$ cat src/design/cuae_pkg.sv
// ----------------------------------------------------------------------------
// cuae_pkg: shared types and constants for the upload engine
// Item structs, command and status codes, and the queue record between the
// front (receive and decode) and back (transfer and emission) parts.
// ----------------------------------------------------------------------------
package cuae_pkg;

  localparam logic [1:0] OP_NOTIFY = 2'd0;
  localparam logic [1:0] OP_START  = 2'd1;
  localparam logic [1:0] OP_LINK   = 2'd2;

  localparam logic [1:0] KIND_BYTE   = 2'd0;
  localparam logic [1:0] KIND_READ   = 2'd1;
  localparam logic [1:0] KIND_STATUS = 2'd2;

  localparam logic [3:0] ST_DONE     = 4'd0;
  localparam logic [3:0] ST_REJECTED = 4'd1;
  localparam logic [3:0] ST_CACHE    = 4'd2;
  localparam logic [3:0] ST_BIG      = 4'd3;
  localparam logic [3:0] ST_RETRIES  = 4'd4;
  localparam logic [3:0] ST_UNKNOWN  = 4'd5;
  localparam logic [3:0] ST_OVERFLOW = 4'd6;
  localparam logic [3:0] ST_BADLEN   = 4'd7;
  localparam logic [3:0] ST_SHORT    = 4'd8;

  localparam logic [7:0] CMD_HANDSHAKE = 8'd17;
  localparam logic [7:0] CMD_CHUNK     = 8'd18;

  typedef struct packed {
    logic [1:0]  operation;
    logic [7:0]  data_byte;
    logic [10:0] fragment_length;
    logic        fragment_end;
  } in_item_t;

  typedef struct packed {
    logic [1:0]  result_kind;
    logic [7:0]  frame_byte;
    logic [31:0] payload_offset;
    logic [9:0]  payload_count;
    logic [3:0]  status_code;
    logic        run_end;
  } out_item_t;

  // Work handed from front to back.
  typedef enum logic [2:0] {
    JOB_START, JOB_CLEAR, JOB_STATUS, JOB_ACK_HS, JOB_ACK_CHUNK
  } job_kind_t;

  typedef struct packed {
    job_kind_t   kind;
    logic [3:0]  status;
    logic [7:0]  ack_status;
    logic [15:0] cache;
  } job_t;

  function automatic logic [7:0] header_byte(input logic [3:0] idx, input logic [7:0] cmd,
                                             input logic [15:0] flen, input logic [7:0] seq);
    logic [7:0] b;
    b = 8'h00;
    case (idx)
      4'd0:  b = 8'hAA;
      4'd1:  b = cmd;
      4'd3:  b = 8'h5A;
      4'd4:  b = flen[7:0];
      4'd5:  b = flen[15:8];
      4'd6:  b = seq;
      4'd8:  b = 8'h54;
      4'd9:  b = 8'h46;
      4'd10: b = 8'h31;
      default: b = 8'h00;
    endcase
    return b;
  endfunction

endpackage

$ cat src/design/cuae_front.sv
// ----------------------------------------------------------------------------
// cuae_front: fragment reassembly and frame classification
// Accepts items, gathers frame bytes, checks lengths and emits jobs.
// ----------------------------------------------------------------------------
module cuae_front #(
  parameter int RX_BUFFER_BYTES = 1024
) (
  input  logic              clk,
  input  logic              rst,
  input  logic              in_valid,
  input  cuae_pkg::in_item_t in_item,
  output logic              in_ready,
  output logic              job_valid,
  output cuae_pkg::job_t    job,
  input  logic              job_ready
);
  import cuae_pkg::*;

  localparam int CW = $clog2(RX_BUFFER_BYTES + 1);

  logic [CW-1:0] rx_count;
  logic [16:0]   rx_expected;
  logic [7:0]    cap [6];
  logic          frag_dropping, frag_started;

  logic          take;
  logic          emit;
  job_t          job_next;
  logic [CW-1:0] cnt_next;
  logic [16:0]   exp_next;
  logic          drop_next, started_next;
  logic          drop_w;
  logic [CW-1:0] cnt_w;
  logic [7:0]    c_len_lo, c_len_hi;
  logic [7:0]    c_cache_hi;
  logic [16:0]   frame_len;
  logic [16:0]   e;
  logic [17:0]   sum;

  assign in_ready = !job_valid || job_ready;
  assign take = in_valid && in_ready;
  assign sum = 18'(rx_count) + 18'(in_item.fragment_length);

  always_comb begin
    emit = 1'b0;
    job_next = '0;
    job_next.kind = JOB_CLEAR;
    cnt_next = rx_count;
    exp_next = rx_expected;
    drop_next = frag_dropping;
    started_next = frag_started;
    drop_w = frag_dropping;
    cnt_w = rx_count;
    c_len_lo = cap[1];
    c_len_hi = cap[2];
    c_cache_hi = cap[5];
    frame_len = '0;
    e = '0;
    case (in_item.operation)
      OP_START, OP_LINK: begin
        emit = 1'b1;
        job_next.kind = (in_item.operation == OP_START) ? JOB_START : JOB_CLEAR;
        cnt_next = '0;
        exp_next = '0;
        drop_next = 1'b0;
        started_next = 1'b0;
      end
      OP_NOTIFY: begin
        if (!frag_started) begin
          drop_w = 1'b0;
          if (in_item.fragment_length == 11'd0) begin
            drop_w = 1'b1;
          end else if (sum > 18'(RX_BUFFER_BYTES)) begin
            cnt_w = '0;
            exp_next = '0;
            drop_w = 1'b1;
            emit = 1'b1;
            job_next.kind = JOB_STATUS;
            job_next.status = ST_OVERFLOW;
          end
        end
        if (!drop_w && cnt_w < CW'(RX_BUFFER_BYTES)) begin
          if (cnt_w == CW'(4)) c_len_lo = in_item.data_byte;
          if (cnt_w == CW'(5)) c_len_hi = in_item.data_byte;
          if (cnt_w == CW'(9)) c_cache_hi = in_item.data_byte;
          cnt_w = cnt_w + 1'b1;
        end
        cnt_next = cnt_w;
        drop_next = drop_w;
        started_next = 1'b1;
        if (in_item.fragment_end) begin
          started_next = 1'b0;
          drop_next = 1'b0;
          if (!drop_w) begin
            e = {1'b0, c_len_hi, c_len_lo} + 17'd2;
            if (exp_next == '0 && cnt_w >= CW'(6)) begin
              if (e > 17'(RX_BUFFER_BYTES)) begin
                cnt_next = '0;
                emit = 1'b1;
                job_next.kind = JOB_STATUS;
                job_next.status = ST_BADLEN;
              end else begin
                exp_next = e;
              end
            end
            if (!emit && exp_next != '0 && 17'(cnt_w) >= exp_next) begin
              emit = 1'b1;
              frame_len = exp_next;
              cnt_next = '0;
              exp_next = '0;
              if (frame_len < 17'd10) begin
                job_next.kind = JOB_STATUS;
                job_next.status = ST_SHORT;
              end else if (cap[0] == CMD_HANDSHAKE) begin
                job_next.kind = JOB_ACK_HS;
              end else if (cap[0] == CMD_CHUNK) begin
                job_next.kind = JOB_ACK_CHUNK;
              end else begin
                job_next.kind = JOB_STATUS;
                job_next.status = ST_UNKNOWN;
              end
              job_next.ack_status = cap[3];
              job_next.cache = {c_cache_hi, cap[4]};
            end
          end
        end
      end
      default: ;
    endcase
  end

  always_ff @(posedge clk) begin
    if (rst) begin
      rx_count <= '0;
      rx_expected <= '0;
      frag_dropping <= 1'b0;
      frag_started <= 1'b0;
      job_valid <= 1'b0;
    end else begin
      if (job_ready) job_valid <= 1'b0;
      if (take) begin
        rx_count <= cnt_next;
        rx_expected <= exp_next;
        frag_dropping <= drop_next;
        frag_started <= started_next;
        if (emit) job_valid <= 1'b1;
      end
    end
  end

  always_ff @(posedge clk) begin
    if (take && emit) job <= job_next;
    if (take && in_item.operation == OP_NOTIFY && !drop_w && cnt_next != rx_count) begin
      case (rx_count)
        CW'(1): cap[0] <= in_item.data_byte;
        CW'(4): cap[1] <= in_item.data_byte;
        CW'(5): cap[2] <= in_item.data_byte;
        CW'(6): cap[3] <= in_item.data_byte;
        CW'(8): cap[4] <= in_item.data_byte;
        CW'(9): cap[5] <= in_item.data_byte;
        default: ;
      endcase
    end
  end

endmodule

$ cat src/design/cuae_back.sv
// ----------------------------------------------------------------------------
// cuae_back: transfer state and result emission
// Runs one job at a time and streams frame bytes, read requests and status.
// ----------------------------------------------------------------------------
module cuae_back #(
  parameter int MAX_FRAME_BYTES = 600
) (
  input  logic               clk,
  input  logic               rst,
  input  logic [31:0]        total,
  input  logic               job_valid,
  input  cuae_pkg::job_t     job,
  output logic               job_ready,
  output logic               out_valid,
  output cuae_pkg::out_item_t out_item,
  input  logic               out_stall
);
  import cuae_pkg::*;

  typedef enum logic [2:0] {S_IDLE, S_DECIDE, S_QUEUE, S_HS, S_CHUNK, S_STATUS} state_t;

  state_t      state;
  job_t        cur;
  logic [15:0] chunk_size;
  logic [7:0]  seq_num;
  logic [32:0] bytes_acked;
  logic        awaiting_ack;
  logic [2:0]  retry_count;
  logic [9:0]  pending_data;
  logic [15:0] pending_frame;
  logic [3:0]  idx;
  logic [3:0]  status;
  logic [31:0] total_hold;

  logic        out_free;
  logic [32:0] remaining;
  logic [15:0] len;
  logic [16:0] flen;
  logic [32:0] acked_sum;

  assign out_free = !out_valid || !out_stall;
  assign job_ready = state == S_IDLE;
  assign remaining = {1'b0, total} - bytes_acked;
  assign len = (remaining < {17'd0, chunk_size}) ? remaining[15:0] : chunk_size;
  assign flen = {1'b0, len} + 17'd12;
  assign acked_sum = (bytes_acked > 33'h1FFFFFFFF - {23'd0, pending_data})
                     ? 33'h1FFFFFFFF : bytes_acked + {23'd0, pending_data};

  always_ff @(posedge clk) begin
    if (rst) begin
      state <= S_IDLE;
      out_valid <= 1'b0;
      chunk_size <= '0;
      seq_num <= 8'd1;
      bytes_acked <= '0;
      awaiting_ack <= 1'b0;
      retry_count <= '0;
      pending_data <= '0;
      pending_frame <= '0;
      idx <= '0;
    end else begin
      if (!out_stall) out_valid <= 1'b0;
      case (state)
        S_IDLE: begin
          if (job_valid) begin
            cur <= job;
            state <= S_DECIDE;
          end
        end
        S_DECIDE: begin
          state <= S_IDLE;
          idx <= '0;
          case (cur.kind)
            JOB_START, JOB_CLEAR: begin
              chunk_size <= '0;
              seq_num <= 8'd1;
              bytes_acked <= '0;
              awaiting_ack <= 1'b0;
              retry_count <= '0;
              pending_data <= '0;
              pending_frame <= '0;
              total_hold <= total;
              if (cur.kind == JOB_START) state <= S_HS;
            end
            JOB_STATUS: begin
              status <= cur.status;
              state <= S_STATUS;
            end
            JOB_ACK_HS: begin
              if (cur.ack_status != 8'd0) begin
                status <= ST_REJECTED;
                state <= S_STATUS;
              end else if (cur.cache <= 16'd12) begin
                status <= ST_CACHE;
                state <= S_STATUS;
              end else begin
                chunk_size <= cur.cache - 16'd12;
                seq_num <= 8'd1;
                bytes_acked <= '0;
                awaiting_ack <= 1'b0;
                state <= S_QUEUE;
              end
            end
            JOB_ACK_CHUNK: begin
              if (cur.ack_status == 8'd0) begin
                awaiting_ack <= 1'b0;
                bytes_acked <= acked_sum;
                if (acked_sum >= {1'b0, total}) begin
                  status <= ST_DONE;
                  state <= S_STATUS;
                end else begin
                  seq_num <= seq_num + 8'd1;
                  state <= S_QUEUE;
                end
              end else if (awaiting_ack && pending_frame != 16'd0) begin
                if (retry_count < 3'd4) retry_count <= retry_count + 3'd1;
                if (retry_count >= 3'd3) begin
                  status <= ST_RETRIES;
                  state <= S_STATUS;
                end else begin
                  state <= S_CHUNK;
                end
              end
            end
            default: ;
          endcase
        end
        S_QUEUE: begin
          state <= S_IDLE;
          idx <= '0;
          if (chunk_size != 16'd0) begin
            if (bytes_acked >= {1'b0, total}) begin
              status <= ST_DONE;
              state <= S_STATUS;
            end else if (flen > 17'(MAX_FRAME_BYTES)) begin
              status <= ST_BIG;
              state <= S_STATUS;
            end else begin
              pending_frame <= flen[15:0];
              pending_data <= len[9:0];
              awaiting_ack <= 1'b1;
              retry_count <= '0;
              state <= S_CHUNK;
            end
          end
        end
        S_HS: begin
          if (out_free) begin
            out_valid <= 1'b1;
            out_item <= '0;
            out_item.result_kind <= KIND_BYTE;
            case (idx)
              4'd12: out_item.frame_byte <= total_hold[7:0];
              4'd13: out_item.frame_byte <= total_hold[15:8];
              4'd14: out_item.frame_byte <= total_hold[23:16];
              4'd15: out_item.frame_byte <= total_hold[31:24];
              default: out_item.frame_byte <= header_byte(idx, CMD_HANDSHAKE, 16'd16, 8'd0);
            endcase
            out_item.run_end <= idx == 4'd15;
            idx <= idx + 4'd1;
            if (idx == 4'd15) state <= S_IDLE;
          end
        end
        S_CHUNK: begin
          if (out_free) begin
            out_valid <= 1'b1;
            out_item <= '0;
            if (idx == 4'd12) begin
              out_item.result_kind <= KIND_READ;
              out_item.payload_offset <= bytes_acked[31:0];
              out_item.payload_count <= pending_data;
              out_item.run_end <= 1'b1;
              state <= S_IDLE;
            end else begin
              out_item.result_kind <= KIND_BYTE;
              out_item.frame_byte <= header_byte(idx, CMD_CHUNK, pending_frame, seq_num);
            end
            idx <= idx + 4'd1;
          end
        end
        S_STATUS: begin
          if (out_free) begin
            out_valid <= 1'b1;
            out_item <= '0;
            out_item.result_kind <= KIND_STATUS;
            out_item.status_code <= status;
            out_item.run_end <= 1'b1;
            state <= S_IDLE;
          end
        end
        default: state <= S_IDLE;
      endcase
    end
  end

endmodule

$ cat src/design/chunked_upload_ack_engine.sv
// ----------------------------------------------------------------------------
// chunked_upload_ack_engine: stop-and-wait upload engine
// Reassembles ack frames from notification bytes and emits handshake,
// chunk headers with payload read descriptors, and status events.
//
//   channel | direction | handshake        | payload
//   in      | input     | in_valid/stall   | in_item_t
//   out     | output    | out_valid/stall  | out_item_t
//   cfg     | input     | cfg_valid/ready  | 32-bit total length
//
// A notify byte that completes nothing updates only the front part's state.
// Jobs pass a one-entry queue; the back part registers a job while idle and
// decides on it in a decide state, then sizes a chunk after a good ack. It
// emits one result per unstalled cycle (16 handshake bytes, 13 chunk results).
// Reset is synchronous; the front stalls input while its queue entry waits.
// ----------------------------------------------------------------------------
module chunked_upload_ack_engine #(
  parameter int RX_BUFFER_BYTES = 1024,
  parameter int MAX_FRAME_BYTES = 600
) (
  input  logic                clk,
  input  logic                rst,
  input  logic                in_valid,
  input  cuae_pkg::in_item_t  in_item,
  output logic                in_stall,
  output logic                out_valid,
  output cuae_pkg::out_item_t out_item,
  input  logic                out_stall,
  input  logic                cfg_valid,
  input  logic [31:0]         cfg_data,
  output logic                cfg_ready
);
  import cuae_pkg::*;

  logic        in_ready;
  logic        job_valid, job_ready;
  job_t        job;
  logic [31:0] payload_total_length;

  assign in_stall = !in_ready;
  assign cfg_ready = 1'b1;

  always_ff @(posedge clk) begin
    if (rst) payload_total_length <= '0;
    else if (cfg_valid) payload_total_length <= cfg_data;
  end

  cuae_front #(.RX_BUFFER_BYTES(RX_BUFFER_BYTES)) u_front (
    .clk, .rst, .in_valid, .in_item, .in_ready,
    .job_valid, .job, .job_ready
  );

  cuae_back #(.MAX_FRAME_BYTES(MAX_FRAME_BYTES)) u_back (
    .clk, .rst, .total(payload_total_length), .job_valid, .job, .job_ready,
    .out_valid, .out_item, .out_stall
  );

endmodule

$ cat config.mk
export PLATFORM = sky130hd
export DESIGN_NAME = chunked_upload_ack_engine
export DESIGN_NICKNAME = d
export VERILOG_FILES = /design/src/design/cuae_pkg.sv /design/src/design/cuae_front.sv /design/src/design/cuae_back.sv /design/src/design/chunked_upload_ack_engine.sv
export SDC_FILE = /design/constraint.sdc
export NUM_CORES = 1
export LEC_CHECK = 0
export ABC_CLOCK_PERIOD_IN_PS = 31800
export BUFFER_PORTS_ARGS = -buffer_cell sky130_fd_sc_hd__buf_2
export CORE_ASPECT_RATIO = 1.1
export CORE_MARGIN = 4
export CORE_UTILIZATION = 25
export DETAILED_ROUTE_END_ITERATION = 8
export SYNTH_ARGS = -nofsm -noshare
export SYNTH_HDL_FRONTEND = slang
export SYNTH_SLANG_ARGS = --single-unit
$ cat constraint.sdc
create_clock -name clk -period 31.8 [get_ports clk]
set_input_delay 7.95 -clock clk [delete_from_list [all_inputs] [get_ports clk]]
set_output_delay 7.95 -clock clk [all_outputs]
set_load 0.03 [all_outputs]
-- After elaboration in Yosys (flattened, before gate mapping)
Memory sizes are Yosys's and may differ from the RTL's. A register that Yosys moved wholly into a read port is not among the register bits.
Cells that the tools add are included.
- register bits after elaboration: 313
- bits in writable memories: 48
- memory bits (read-only): 128
- bits of input ports: 59
- memories: 2
- add/sub/neg operators: 11
- $lt $le $gt $ge: 14
- equality and inequality tests: 64
- multiplexer cells: 190
- bitwise operators: 4
- reduce and logical (&&, ||, !) cells: 60
- memories (name ; words ; bits a word ; rd ports ; clocked after Yosys merged registers in ; write ports ; line ; RTL):
    (no name shown) ; 16 ; 8 ; 1 ; 1 ; 0 ; cuae_pkg.sv:61 ; case (idx)
    u_front.cap ; 6 ; 8 ; 6 ; 0 ; 1 ; cuae_front.sv:23 ; logic [7:0] cap [6];
- operators by type and width (operator ; number):
    $mux 17 ; 12
    $mux 57 ; 3
    $pmux 57 s3 ; 1
    $mux 8 ; 18
    $mux 33 ; 4
    $mux 11 ; 11
    $mux 16 ; 7
    $pmux 33 s3 ; 1
    $mux 31 ; 3
    $mux 3 ; 26
    $pmux 8 s9 ; 1
    $ge 33x32->1 ; 2
    $pmux 16 s2 ; 2
    $mux 1 ; 57
    $mux 4 ; 14
    $eq 11x3->1 const B ; 5
    $mux 42 ; 1
    $mux 10 ; 4
    $reduce_or 8->1 ; 5
    $mux 7 ; 5
    $pmux 17 s2 ; 1
    $add 33x10->33 ; 1
    $eq 11x4->1 const B ; 3
    $gt 33x33->1 ; 1
    other kinds (79) ; 155

-- Depth between registers and ports, before layout
- word-level depth: 34
- gate-level depth with buffers: 48
- mapped depth without buffers: 44

-- Cells and area by module
Synthesis repeated with hierarchy kept, for this count alone.
- cells, all modules: 2521
- area, all modules: 23334.9 um^2
- by module, submodules not included (module ; times used ; cells each ; area an instance (um^2) ; sequential area each (um^2)):
    cuae_back ; 1 ; 1639 ; 14801.7 ; 5745.5
    cuae_front ; 1 ; 776 ; 7354.6 ; 2992.9
    chunked_upload_ack_engine ; 1 ; 106 ; 1178.6 ; 640.6

-- Least setup slack after synthesis
Ideal clock, no wire load.
- path type: input-to-reg
- from: in in_item[1] (netlist name)
- to: mem u_front.cap[3][0] (enable)
- data arrival time: 16.983 ns
- data required time: 31.414 ns
- slack: 14.431 ns
- stages: 44
- buffers on the path: 3
- path through: ha_1 -> inv_1 -> fa_1 -> nor2b_1 -> o31ai_2 -> a211o_1 -> a21boi_1 -> nor2_1 -> o21ai_0 -> nand2b_1 -> clkbuf_1 -> nand2_1 -> ha_1 -> o2111ai_2 -> buf_4 -> buf_1 -> mux2_2 -> ha_1 -> (+8 left out) -> a22oi_1 -> ha_1 -> nor2b_1 -> o21ai_0 -> nand2b_1 -> a21oi_1 -> nor2b_1 -> o21ai_0 -> nand2b_1 -> a21oi_1 -> o21ai_0 -> o21ai_0 -> a21oi_1 -> maj3_1 -> o21ai_0 -> a21oi_1 -> nand3b_1 -> a211oi_1
- word-level cells in the longest chain between the ends: 34
- elaborated cells between the ends (all ways): 89
- classes of those cells: 3 x add/sub; 5 x order compare; 3 x eq/ne; 61 x mux; 17 x reduce/logical
- ends and longest elaborated chain (what ; line ; RTL):
    start: declaration ; chunked_upload_ack_engine.sv:24 ; input cuae_pkg::in_item_t in_item,
    parallel branches: the longest is 25 deep, another holds $gt 18x11->1 ; n/a ;
    $logic_and 1x1->1 (*) ; cuae_front.sv:153 ; if (take && in_item.operation == OP_NOTIFY && !drop_w && cnt_next != rx_count) begin
    $mux 1 ; cuae_front.sv:153 ;
    $mux 1 (not written as such) ; cuae_front.sv:156 ; CW'(4): cap[1] <= in_item.data_byte;
    $reduce_or 8->1 (no source line) ; n/a ;
    $mux 3 (no source line) or $mux 1 (tied branches) (5 in series) ; n/a ;
    end: declaration ; cuae_front.sv:23 ;
Every way passes the cells marked *. The select of a mux whose other input is x is not followed.

-- Final worst setup path
- from: in in_item[1] (netlist name)
- to: mem u_front.cap[2][1] (enable)
Same word-level chain as after synthesis.

==> impl_metrics.toml <==
[global_route]
grt_overflow_total = 0
grt_start_max_net_pins = 71
grt_usage = 0.136
antenna_found_initial = 6
first_global_vias = 17003
grt_first_pass_wirelength_mm = 98.4

[setup_path]
arrival_ns = 17.82
worst-path-buf-inv = 5
worstReg2RegStart = "u_front.rx_count[1]"
end_kind = "flip-flop"
max_stage_delay_ns = 1.00
cp.required_ns = 32.00
crit_slowest_cell = "nor3b_1"
rrSetupSlack_ns = 20.82
crit_fanout = 22
timing.rr.end = "u_front.cap[2][1]"
cpMostUsedCell = "o21ai_0"
worstRegToRegCells = 43
path_delay_family = "simple AND/OR/NAND/NOR gates"
cp-start-kind = "input port"
worstSetupPathType = "input port to flip-flop"

[place]
dp_hpwl_mm = 48.7
io_buffers = 117
gp_congestion = 0.920

[synth]
ys.flop_type = "edfxtp_1"
syn-mean-instance-area_sq_um = 9.33
synth_area_sq_mm = 0.0216
synth.yosys.warnings = 0
synth_seq_area_share = 0.433
postSynth.asyncResetShare = 0
synth_seq_cells = 367
ys_types = 88
syn-num-nets = 2514
synthCells = 2320
synth_edf_count = 203

[timing]
min_period_ns = 17.62
clock_skew_ns = 0.0386
setup_tns_ns = 0
rsz0062_at_grt = "no"
max_freq_ghz = 0.0568
drv_slew = 0
hold_viol = 0
tightestPinTransition_ns = 1.24
setup_viol = 0
fin_crit_sh = 0.554
maxSlewHeadroom = 0.162

[detailed_routing]
post_drt_wl_per_cell_um = 17.9
avgViaCountPerCell = 5.00
drt.antenna.violating_nets = 0
via_count = 17876
wl_mm = 64.1
drc_errors = 0
drt_iter0_drc = 1600
dr.pass1.iters = 6

[clock_tree]
ctsResizeCount = 0
post_cts_buffers = 0
ctsHoldBuffers = 0
cts_buffer_depth = 3
cts.root.buffer_cell = "clkbuf_16"
cts_tree = "done"
clock_latency_ns = 0.60
htree_levels = 2
clock-sinks = 367
clk_pin_slew_ns = 0.06
cts-buffers-inserted = 43

[final_layout]
fillers = 8949
final_util = 0.294
final_nets = 2592
final_cell_mix = "229 x nor2_1, 203 x edfxtp_1, 164 x dfxtp_1, 149 x nand2_1, 145 x inv_1"
drive_gt1_frac = 0.104
layout_commonest_cell = "nor2_1"
syn2layout_area_growth_pct = 15.7

[pwr]
p_per_area_mw_per_mm2 = 48.5
power.total_mw = 1.22
vdd_drop_max_mv = 0.0464
leakage_nw = 9.42
seqPwrFrac = 0.432
comb_power_share = 0.119
power_switching_mw = 0.320
p_int_mw = 0.895
netSwitchingFraction = 0.263
p_clk_frac = 0.450

[hold_path]
holdPathEnd = "u_back.cur[3]"
hold_class = "flip-flop to flip-flop"
min_from = "u_front.job[3]"
min_delay_path_depth = 0

[floorplanning]
dieArea_sq_mm = 0.0914
core_sq_mm = 0.0853
rows = 112
io_pins = 119
initial_core_util = 0.254
dieHeight_um = 317
die_w_um = 289

[job]
max-cap-violations = 0

[run_status]
status = "complete, no violations"
==> power groups by stage <==
stage / logic [mW] / registers [mW] / clock network (mW)
2_1_floorplan: 0.101 / 0.532 / 0
3_3_place_gp: 0.143 / 0.534 / 0
3_5_place_dp: 0.143 / 0.535 / 0
4_1_cts: 0.144 / 0.524 / 0.561
5_1_grt: 0.160 / 0.526 / 0.580
6_report: 0.145 / 0.524 / 0.546
==> flip-flops by register name (all words and copies together), names as in the netlist, 3 cells and up, named ones only <==
signal and flops:
payload_total_length 32, u_back.bytes_acked 33, u_back.chunk_size 16, u_back.cur 31, u_back.idx 4, u_back.out_item 57, u_back.pending_data 8, u_back.pending_frame 16
u_back.retry_count 3, u_back.seq_num 8, u_back.state 3, u_back.status 4, u_back.total_hold 32, u_front.cap 48, u_front.job 31, u_front.rx_count 11
u_front.rx_expected 17
==> layout make-up <==
cell class	instances	area [sq um]	share of cell area
Clock inverter	27	424	0.0169
Timing Repair Buffer	138	746	0.0298
Tap cell	1140	1430	0.0569
Inverter	146	548	0.0219
Sequential cell	367	9380	0.374
Antenna cell	3	7.51	0.000300
Multi-Input combinational cell	1702	11400	0.453
Clock buffer	53	1160	0.0465
==> through the flow <==
stage	instance area, sq um	setup slack, ns	hold WS, ns	std cells
6_report	25100	14.18	0.418	3576
5_1_grt	25000	13.21	0.423	3573
4_1_cts	25000	13.93	0.419	3573
3_5_place_dp	23400	13.28	0.405	3493
3_3_place_gp	23400	13.50	0.403	3493
2_1_floorplan	21600	14.43	0.400	2320
==> logic make-up (layout without fill, tap and decap cells) <==
| logic type | count (synthesis) | in the layout | synth area share |
|---|---|---|---|
| xor+xnor | 96 | 96 | 0.0388 |
| flops | 367 | 367 | 0.433 |
| simple gates | 821 | 821 | 0.188 |
| compound gates | 563 | 563 | 0.176 |
| other cells | 1 | 4 | 0.000173 |
| mux | 85 | 85 | 0.0401 |
| fa+ha+maj | 136 | 136 | 0.0795 |
| buf+inv | 251 | 364 | 0.0440 |
==> worst max path at each step <==
stage	from	endpoint	slack [ns]	cells after the start
after CTS	in_item[1]	u_front.cap[3][4]	13.93	45
after global routing	in_item[1]	u_front.cap[1][5]	13.21	46
after floorplan	in_item[1]	u_front.cap[3][0]	14.43	44
after global placement	in_item[1]	u_front.cap[3][6]	13.50	46
final	in_item[1]	u_front.cap[2][1]	14.18	45
after detailed placement	in_item[1]	u_front.cap[3][7]	13.28	45
==> cells in the mapped netlist, types with 24 or more instances <==
library cell / count / area (sq um)
and3_1: 44 / 275
o21a_1: 25 / 188
a22o_1: 26 / 228
nor2b_1: 29 / 181
nand4_1: 42 / 263
clkbuf_1: 93 / 349
a31oi_1: 24 / 150
xnor2_1: 63 / 552
o21ai_0: 96 / 480
and2_1: 36 / 225
nand2_1: 149 / 559
nor2_1: 230 / 863
a22oi_1: 63 / 473
mux2i_1: 74 / 741
inv_1: 145 / 544
ha_1: 132 / 1650
edfxtp_1: 203 / 6100
nor4_1: 36 / 225
nor3_1: 91 / 455
nand3_1: 67 / 335
nand2b_1: 25 / 156
dfxtp_1: 164 / 3280
a21o_1: 26 / 195
a21oi_1: 134 / 671
xor2_1: 33 / 289
==> metal layers <==
layer  up-vias  wire length [um]  track usage  part of all wire
li1       8753                 -            -                 -
met1      8482             27500        0.175              0.43
met2       539             30300        0.230              0.47
met3       100              4250       0.0278             0.066
met4         2              2000       0.0420             0.031
met5         -                13            0           0.00020
Power figures use the tool's default switching activity.
